**src/hdl/bdq_pkg.sv**
```systemverilog
// shared types and constants for the bounded deque with eviction
`timescale 1ns / 1ps

package bdq_pkg;

   localparam int DEPTH_DEFAULT      = 16;
   localparam int DATA_WIDTH_DEFAULT = 32;

   localparam int OPCODE_W = 3;
   localparam int VALUE_W  = 32;
   localparam int COUNT_W  = 5;
   localparam int CAP_W    = 5;

   localparam logic [CAP_W-1:0] CAP_RESET = 5'd16;

   localparam logic [OPCODE_W-1:0] OP_ADD_FRONT  = 3'd0;
   localparam logic [OPCODE_W-1:0] OP_ADD_BACK   = 3'd1;
   localparam logic [OPCODE_W-1:0] OP_TAKE_FRONT = 3'd2;
   localparam logic [OPCODE_W-1:0] OP_TAKE_BACK  = 3'd3;
   localparam logic [OPCODE_W-1:0] OP_PEEK_FRONT = 3'd4;
   localparam logic [OPCODE_W-1:0] OP_PEEK_BACK  = 3'd5;

   localparam logic STATUS_OK    = 1'b0;
   localparam logic STATUS_EMPTY = 1'b1;

   typedef struct packed {
      logic [OPCODE_W-1:0] opcode;
      logic [VALUE_W-1:0]  entry_value;
   } req_word_type;

   typedef struct packed {
      logic                status;
      logic [VALUE_W-1:0]  read_value;
      logic [COUNT_W-1:0]  entry_count;
   } rsp_word_type;

   // source of a result loaded into the output or pending register
   typedef enum logic [1:0] {
      SEL_DIRECT = 2'd0,
      SEL_READ   = 2'd1,
      SEL_PEND   = 2'd2
   } res_sel_type;

   typedef struct packed {
      logic        exec;
      logic        out_load;
      logic        pend_load;
      res_sel_type sel;
   } bdq_cmd_type;

   typedef struct packed {
      logic peek_hit;
      logic out_free;
   } bdq_sts_type;

endpackage

```
**src/hdl/bdq_ctrl.sv**
```systemverilog
// controller state machine for the bounded deque
`timescale 1ns / 1ps

module bdq_ctrl (
   input  logic                 clock,
   input  logic                 reset,
   input  logic                 req_valid,
   output logic                 req_ready,
   input  bdq_pkg::bdq_sts_type sts,
   output bdq_pkg::bdq_cmd_type cmd
);
   import bdq_pkg::*;

   typedef enum logic [2:0] {
      ST_IDLE = 3'b001,
      ST_READ = 3'b010,
      ST_WAIT = 3'b100
   } state_type;

   state_type state_ff;
   state_type state_in;

   always_ff @(posedge clock) begin
      if (reset) begin
         state_ff <= ST_IDLE;
      end else begin
         state_ff <= state_in;
      end
   end

   always_comb begin
      state_in      = state_ff;
      req_ready     = 1'b0;
      cmd.exec      = 1'b0;
      cmd.out_load  = 1'b0;
      cmd.pend_load = 1'b0;
      cmd.sel       = SEL_DIRECT;
      unique case (state_ff)
         ST_IDLE: begin
            req_ready = 1'b1;
            if (req_valid) begin
               cmd.exec = 1'b1;
               if (sts.peek_hit) begin
                  state_in = ST_READ;
               end else if (sts.out_free) begin
                  cmd.out_load = 1'b1;
               end else begin
                  cmd.pend_load = 1'b1;
                  state_in      = ST_WAIT;
               end
            end
         end
         ST_READ: begin
            cmd.sel = SEL_READ;
            if (sts.out_free) begin
               cmd.out_load = 1'b1;
               state_in     = ST_IDLE;
            end else begin
               cmd.pend_load = 1'b1;
               state_in      = ST_WAIT;
            end
         end
         ST_WAIT: begin
            cmd.sel = SEL_PEND;
            if (sts.out_free) begin
               cmd.out_load = 1'b1;
               state_in     = ST_IDLE;
            end
         end
         default: begin
            state_in = ST_IDLE;
         end
      endcase
   end

endmodule

```
**src/hdl/bdq_datapath.sv**
```systemverilog
// ring storage, pointers, capacity register and result registers of the deque
`timescale 1ns / 1ps

module bdq_datapath #(
   parameter int DEPTH      = bdq_pkg::DEPTH_DEFAULT,
   parameter int DATA_WIDTH = bdq_pkg::DATA_WIDTH_DEFAULT
) (
   input  logic                           clock,
   input  logic                           reset,
   input  bdq_pkg::req_word_type          req_word,
   output logic                           rsp_valid,
   input  logic                           rsp_ready,
   output bdq_pkg::rsp_word_type          rsp_word,
   input  logic                           csr_wr_en,
   input  logic [bdq_pkg::CAP_W-1:0]      csr_wr_data,
   input  bdq_pkg::bdq_cmd_type           cmd,
   output bdq_pkg::bdq_sts_type           sts
);
   import bdq_pkg::*;

   localparam int PTR_W = (DEPTH > 1) ? $clog2(DEPTH) : 1;
   localparam int CNT_W = $clog2(DEPTH + 1);
   localparam int SUM_W = CNT_W + 1;
   localparam int CMP_W = (CNT_W > CAP_W) ? CNT_W : CAP_W;

   logic [DATA_WIDTH-1:0] mem [DEPTH];

   logic [PTR_W-1:0]      front_ff, front_in;
   logic [CNT_W-1:0]      count_ff, count_in;
   logic [CAP_W-1:0]      cap_ff;
   logic [DATA_WIDTH-1:0] rd_data_ff;
   rsp_word_type          pend_ff;
   rsp_word_type          rsp_ff;
   logic                  rsp_valid_ff;

   logic [PTR_W-1:0]      front_inc, front_dec, tail_idx, back_idx, wr_addr, rd_addr;
   logic [SUM_W-1:0]      tail_sum, back_sum;
   logic [CNT_W-1:0]      count_m1;
   logic [CMP_W-1:0]      eff_cap;
   logic                  empty, full, is_peek, status_direct, wr_en;
   logic [DATA_WIDTH-1:0] wr_data;
   logic [DATA_WIDTH+VALUE_W-1:0] wr_wide, rd_wide;
   logic [CNT_W+COUNT_W-1:0]      cnt_next_wide, cnt_cur_wide;
   rsp_word_type          res_direct, res_read, res_mux;

   // ring arithmetic, sums stay below twice the depth while the deque is not empty
   assign front_inc = (front_ff == PTR_W'(DEPTH - 1)) ? '0 : front_ff + 1'b1;
   assign front_dec = (front_ff == '0) ? PTR_W'(DEPTH - 1) : front_ff - 1'b1;
   assign count_m1  = count_ff - 1'b1;
   assign tail_sum  = SUM_W'(front_ff) + SUM_W'(count_ff);
   assign back_sum  = SUM_W'(front_ff) + SUM_W'(count_m1);
   assign tail_idx  = (tail_sum >= SUM_W'(DEPTH)) ? PTR_W'(tail_sum - SUM_W'(DEPTH))
                                                  : PTR_W'(tail_sum);
   assign back_idx  = (back_sum >= SUM_W'(DEPTH)) ? PTR_W'(back_sum - SUM_W'(DEPTH))
                                                  : PTR_W'(back_sum);

   // zero capacity acts as one, capacity above depth acts as depth
   always_comb begin
      if (cap_ff == '0) begin
         eff_cap = CMP_W'(1);
      end else if (CMP_W'(cap_ff) > CMP_W'(DEPTH)) begin
         eff_cap = CMP_W'(DEPTH);
      end else begin
         eff_cap = CMP_W'(cap_ff);
      end
   end

   assign empty   = (count_ff == '0);
   assign full    = (CMP_W'(count_ff) >= eff_cap);
   assign is_peek = (req_word.opcode == OP_PEEK_FRONT) || (req_word.opcode == OP_PEEK_BACK);
   assign rd_addr = (req_word.opcode == OP_PEEK_FRONT) ? front_ff : back_idx;

   assign sts.peek_hit = is_peek && !empty;
   assign sts.out_free = !rsp_valid_ff || rsp_ready;

   always_comb begin
      front_in      = front_ff;
      count_in      = count_ff;
      wr_en         = 1'b0;
      wr_addr       = tail_idx;
      status_direct = STATUS_OK;
      unique case (req_word.opcode) inside
         OP_ADD_FRONT: begin
            front_in = front_dec;
            wr_en    = 1'b1;
            wr_addr  = front_dec;
            count_in = full ? count_ff : count_ff + 1'b1;
         end
         OP_ADD_BACK: begin
            // evicting the front leaves the tail slot where it was
            if (full) begin
               front_in = front_inc;
            end
            wr_en    = 1'b1;
            wr_addr  = tail_idx;
            count_in = full ? count_ff : count_ff + 1'b1;
         end
         OP_TAKE_FRONT: begin
            if (empty) begin
               status_direct = STATUS_EMPTY;
            end else begin
               front_in = front_inc;
               count_in = count_m1;
            end
         end
         OP_TAKE_BACK: begin
            if (empty) begin
               status_direct = STATUS_EMPTY;
            end else begin
               count_in = count_m1;
            end
         end
         OP_PEEK_FRONT, OP_PEEK_BACK: begin
            if (empty) begin
               status_direct = STATUS_EMPTY;
            end
         end
         default: begin
         end
      endcase
   end

   assign wr_wide       = {{DATA_WIDTH{1'b0}}, req_word.entry_value};
   assign wr_data       = wr_wide[DATA_WIDTH-1:0];
   assign rd_wide       = {{VALUE_W{1'b0}}, rd_data_ff};
   assign cnt_next_wide = {{COUNT_W{1'b0}}, count_in};
   assign cnt_cur_wide  = {{COUNT_W{1'b0}}, count_ff};

   always_comb begin
      res_direct.status      = status_direct;
      res_direct.read_value  = '0;
      res_direct.entry_count = cnt_next_wide[COUNT_W-1:0];
      res_read.status        = STATUS_OK;
      res_read.read_value    = rd_wide[VALUE_W-1:0];
      res_read.entry_count   = cnt_cur_wide[COUNT_W-1:0];
      case (cmd.sel)
         SEL_DIRECT: res_mux = res_direct;
         SEL_READ:   res_mux = res_read;
         SEL_PEND:   res_mux = pend_ff;
         default:    res_mux = res_direct;
      endcase
   end

   always_ff @(posedge clock) begin
      if (cmd.exec && wr_en) begin
         mem[wr_addr] <= wr_data;
      end
      if (cmd.exec && sts.peek_hit) begin
         rd_data_ff <= mem[rd_addr];
      end
   end

   always_ff @(posedge clock) begin
      if (reset) begin
         front_ff     <= '0;
         count_ff     <= '0;
         cap_ff       <= CAP_RESET;
         rsp_valid_ff <= 1'b0;
      end else begin
         if (cmd.exec) begin
            front_ff <= front_in;
            count_ff <= count_in;
         end
         if (csr_wr_en) begin
            cap_ff <= csr_wr_data;
         end
         if (cmd.out_load) begin
            rsp_valid_ff <= 1'b1;
         end else if (rsp_ready) begin
            rsp_valid_ff <= 1'b0;
         end
      end
   end

   always_ff @(posedge clock) begin
      if (cmd.pend_load) begin
         pend_ff <= res_mux;
      end
      if (cmd.out_load) begin
         rsp_ff <= res_mux;
      end
   end

   assign rsp_valid = rsp_valid_ff;
   assign rsp_word  = rsp_ff;

endmodule

```
**src/hdl/bounded_deque_with_eviction.sv**
```systemverilog
// top level of the bounded deque with eviction
`timescale 1ns / 1ps

// Double-ended queue of up to DEPTH entries kept in a ring memory. Each request
// word carries one operation (push front/back, pop front/back, peek front/back)
// and yields exactly one response word with status, peeked value and the count
// after the operation. A push onto a full queue (count at or above the
// csr-written capacity, clamped to 1..DEPTH) evicts the entry at the other end
// and succeeds; a pop or peek on an empty queue fails and changes nothing.
// Pushes, pops and no-op codes are answered from the request itself; a peek that
// finds an entry first passes through a read state, because the ring memory has
// a registered read port. An output register and a one-word pending register
// let the next request be taken while a response is still waiting. No clearing
// pass after reset; capacity may be written only while the block is idle.
module bounded_deque_with_eviction #(
   parameter int DEPTH      = bdq_pkg::DEPTH_DEFAULT,
   parameter int DATA_WIDTH = bdq_pkg::DATA_WIDTH_DEFAULT
) (
   input  logic                      clock,
   input  logic                      reset,
   input  logic                      req_valid,
   output logic                      req_ready,
   input  bdq_pkg::req_word_type     req_word,
   output logic                      rsp_valid,
   input  logic                      rsp_ready,
   output bdq_pkg::rsp_word_type     rsp_word,
   input  logic                      csr_wr_en,
   input  logic [bdq_pkg::CAP_W-1:0] csr_wr_data
);
   import bdq_pkg::*;

   bdq_cmd_type cmd;
   bdq_sts_type sts;

   bdq_ctrl u_ctrl (
      .clock     (clock),
      .reset     (reset),
      .req_valid (req_valid),
      .req_ready (req_ready),
      .sts       (sts),
      .cmd       (cmd)
   );

   bdq_datapath #(
      .DEPTH      (DEPTH),
      .DATA_WIDTH (DATA_WIDTH)
   ) u_datapath (
      .clock       (clock),
      .reset       (reset),
      .req_word    (req_word),
      .rsp_valid   (rsp_valid),
      .rsp_ready   (rsp_ready),
      .rsp_word    (rsp_word),
      .csr_wr_en   (csr_wr_en),
      .csr_wr_data (csr_wr_data),
      .cmd         (cmd),
      .sts         (sts)
   );

endmodule
```
**config.mk**
```make
export PLATFORM = sky130hd
export DESIGN_NAME = bounded_deque_with_eviction
export DESIGN_NICKNAME = d
export VERILOG_FILES = /design/src/hdl/bdq_pkg.sv /design/src/hdl/bdq_ctrl.sv /design/src/hdl/bdq_datapath.sv /design/src/hdl/bounded_deque_with_eviction.sv
export SDC_FILE = /design/constraint.sdc
export NUM_CORES = 1
export LEC_CHECK = 0
export BUFFER_PORTS_ARGS = -buffer_cell sky130_fd_sc_hd__buf_4
export CORE_ASPECT_RATIO = 1.2
export CORE_MARGIN = 2
export CORE_UTILIZATION = 30
export DETAILED_ROUTE_END_ITERATION = 7
export GPL_TIMING_DRIVEN = 0
export PLACE_DENSITY = 0.55
export RECOVER_POWER = 25
export SLEW_MARGIN = 20
export SYNTH_ARGS = -nofsm -noshare
export SYNTH_HDL_FRONTEND = slang
export SYNTH_SLANG_ARGS = --single-unit
```
**constraint.sdc**
```tcl
create_clock -name clock -period 4.5 [get_ports clock]
set_input_delay 0.675 -clock clock [delete_from_list [all_inputs] [get_ports clock]]
set_output_delay 0.675 -clock clock [all_outputs]
set_load 0.01 [all_outputs]
```
==> results.json <==
{
  "synth.top_cell.area_share": 0.723,
  "ys_types": 59,
  "worst_slack_ps": 238,
  "clk_pin_slew_ps": 60,
  "clock-sinks": 638,
  "critical_path.endpoint_type": "flop",
  "die_y_um": 325,
  "cts.path.max_buffers": 3,
  "arrival_ps": 4730,
  "vdd_drop_max_mv": 0.301,
  "placedCellCount": 3098,
  "antenna_found_initial": 5,
  "synth_top_area_cell": "edfxtp_1",
  "wl_per_cell_um": 21.8,
  "crit_start": "u_datapath.count_ff[1]",
  "max_slew.worst_pin.slew_ps": 943,
  "critPathCapture": "u_datapath.rd_data_ff[21]",
  "synthMostInstantiatedCell": "edfxtp_1",
  "p_comb_frac": 0.189,
  "grt_overflow_total": 0,
  "crit_type": "reg2reg",
  "ys.flop_type": "edfxtp_1",
  "crit_required_ps": 4960,
  "powerDensity_mw_per_mm2": 468,
  "cts_max_level": 2,
  "p_sw_frac": 0.276,
  "cp_max_fo": 10,
  "outcome": "finished clean",
  "p_switching_uw": 3930,
  "ys_top_cells_by_area": "edfxtp_1 (72%), nand2_1 (7.9%), a31oi_1 (3.2%)",
  "slowest_stage": "o21ai_2",
  "synth_nets": 1926,
  "max_freq_ghz": 0.235,
  "fin_nets": 2093,
  "yosys_warnings": 0,
  "period_minus_slack_ps": 4260,
  "post-cts-setup-buffers": 0,
  "track_usage": 0.156,
  "post-place-ws_ps": 78.7,
  "gp_congestion": 0.859,
  "cp-start-kind": "flop",
  "drive_gt1_frac": 0.134,
  "ys_seq_area_frac": 0.737,
  "fin_crit_sh": 0.947,
  "floorplan.initialDensity": 0.303,
  "r2r-end": "u_datapath.rd_data_ff[21]",
  "fin_skew_ps": 21.7,
  "rrSetupSlack_ps": 240,
  "cp_common_cell": "buf_2",
  "synth_edf_count": 620,
  "via_per_inst": 4.96,
  "placeableCoreArea_sq_mm": 0.0849,
  "slew-limit-headroom": 0.372,
  "fill_cells": 8119,
  "synthArstFlopShare": 0,
  "power_uw": 14200,
  "avgSynthCellArea_sq_um": 13.8,
  "drv_slew": 0,
  "port-buffer-count": 80,
  "finalHoldViolations": 0,
  "cts-root-buf": "clkbuf_16",
  "syn_area_sq_mm": 0.0258,
  "first_iter_violations": 1541,
  "synth-seq-cells": 638,
  "route.detailed.drc": 0,
  "path_cells": "buf_2 > inv_1 > ha_1 > inv_1 > fa_1 > o21ai_2 > buf_2 > buf_2 > buf_2 > nand2_1 > a31oi_1 > mux4_2",
  "final_cells": 3202,
  "numCtsBuffers": 58,
  "clk_latency_ps": 640,
  "r2r-start": "u_datapath.count_ff[1]",
  "ys_top_cells_by_count": "edfxtp_1 (620), nand2_1 (542), a31oi_1 (132)",
  "pwr-share-seq": 0.470,
  "syn_inst": 1861,
  "grt_pass1_vias": 15900,
  "cap_violations": 0,
  "slowest_delay_ps": 510,
  "reg2reg_depth": 12,
  "wl_um": 69900,
  "io_pins": 85,
  "grt_pass1_wl_um": 103000,
  "clockPowerShare": 0.341,
  "area.growth.synth_to_final_pct": 18.0,
  "vias": 15900,
  "dr.pass1.iters": 7,
  "rsz0062_at_grt": "no",
  "core.rowCount": 117,
  "p_leak_uw": 0.0103,
  "hpwl_um": 48200,
  "internal_power_uw": 10300,
  "setup_viol": 0,
  "grt_max_degree": 30,
  "hp-class": "in2reg",
  "die_area_sq_mm": 0.0883,
  "cts_tree": "yes",
  "ant_nets": 0,
  "die_w_um": 272
}
worst min path at each step:
stage | from | end | slack (ps) | cells past startpoint
after floorplan | u_datapath.cap_ff[0] | u_datapath.cap_ff[0] | 460 | 2
after global placement | u_datapath.cap_ff[0] | u_datapath.cap_ff[0] | 490 | 2
after detailed placement | u_datapath.cap_ff[3] | u_datapath.cap_ff[3] | 510 | 2
after CTS | csr_wr_data[4] | u_datapath.cap_ff[4] | 230 | 3
after global routing | csr_wr_data[4] | u_datapath.cap_ff[4] | 250 | 3
final | csr_wr_data[4] | u_datapath.cap_ff[4] | 270 | 3
cells in the final DEF (no fill, tap or decap), types with 32 or more instances in the layout:
| master | instances |
|---|---|
| edfxtp_1 | 620 |
| nand2_1 | 542 |
| a31oi_1 | 132 |
| and3_1 | 131 |
| clkbuf_1 | 85 |
| buf_4 | 61 |
| clkbuf_16 | 58 |
| nor2_1 | 51 |
| buf_2 | 36 |
| a22oi_1 | 33 |
| mux4_2 | 32 |
critical path: cells and delay by family (launching register included):
family / cells / cell delay [ps]
AOI/OAI and AO/OA: 2 / 810
adders and majority gates: 2 / 810
DFF: 1 / 430
muxes: 1 / 370
and+or+nand+nor: 1 / 80
buffers and inverters: 6 / 1580
cell type report:
type	count	area, sq um	area share
sequential	638	19000	0.624
clock buffer	67	1490	0.0489
tap	1130	1410	0.0465
timing repair buffer	107	1250	0.0410
inverter	13	48.8	0.00161
antenna	1	2.50	0.0000823
clock inverter	36	340	0.0112
multi-input combinational	1091	6260	0.206
buffer	119	624	0.0205
registers in the layout, indices dropped and copies added (netlist names):
register,flops
u_ctrl.state_ff,3
u_datapath.cap_ff,5
u_datapath.count_ff,5
u_datapath.front_ff,4
u_datapath.mem,512
u_datapath.pend_ff,38
u_datapath.rd_data_ff,32
u_datapath.rsp_valid,1
u_datapath.rsp_word,38
routing by layer:
layer	vias to the layer above	track usage	routed length [um]
met5	-	0	36
met4	6	0.0484	1970
li1	7229	-	-
met1	7985	0.189	27500
met2	560	0.283	36200
met3	113	0.0241	4120
per-stage QoR:
step | cell area [sq um] | hold slack (ps) | util | setup TNS [ps]
3_5_place_dp | 28700 | 512 | 0.337 | 0
4_1_cts | 30500 | 231 | 0.359 | 0
6_report | 30400 | 275 | 0.358 | 0
3_3_place_gp | 27800 | 486 | 0.327 | -443420
5_1_grt | 30400 | 251 | 0.358 | 0
2_1_floorplan | 25800 | 461 | - | 0
repair_timing:
| item | 4_1_cts | 5_1_grt |
|---|---|---|
| resized for setup | 0 | 2 |
| hold buffers | 0 | 0 |
| setup endpoints to repair | 0 | 32 |
cells by family (layout without fill, tap and decap cells):
group,count (synthesis),count (layout),synth area share
AOI/OAI and AO/OA,233,233,0.0595
xor gates and xnor gates,13,13,0.00471
adders and majority gates,20,20,0.0103
buffers and inverters,132,342,0.0261
DFF,638,638,0.737
muxes,41,41,0.0316
other,0,1,0
and+or+nand+nor,784,784,0.131
power by group through the flow:
stage,registers (uW),clock network (uW),logic (uW)
floorplan,6820,0,1560
global placement,6810,0,2630
detailed placement,6800,0,2710
CTS,6680,4950,2720
global route,6680,5170,2880
finish,6680,4850,2690
No activity file was read; power rests on OpenSTA's default activity.
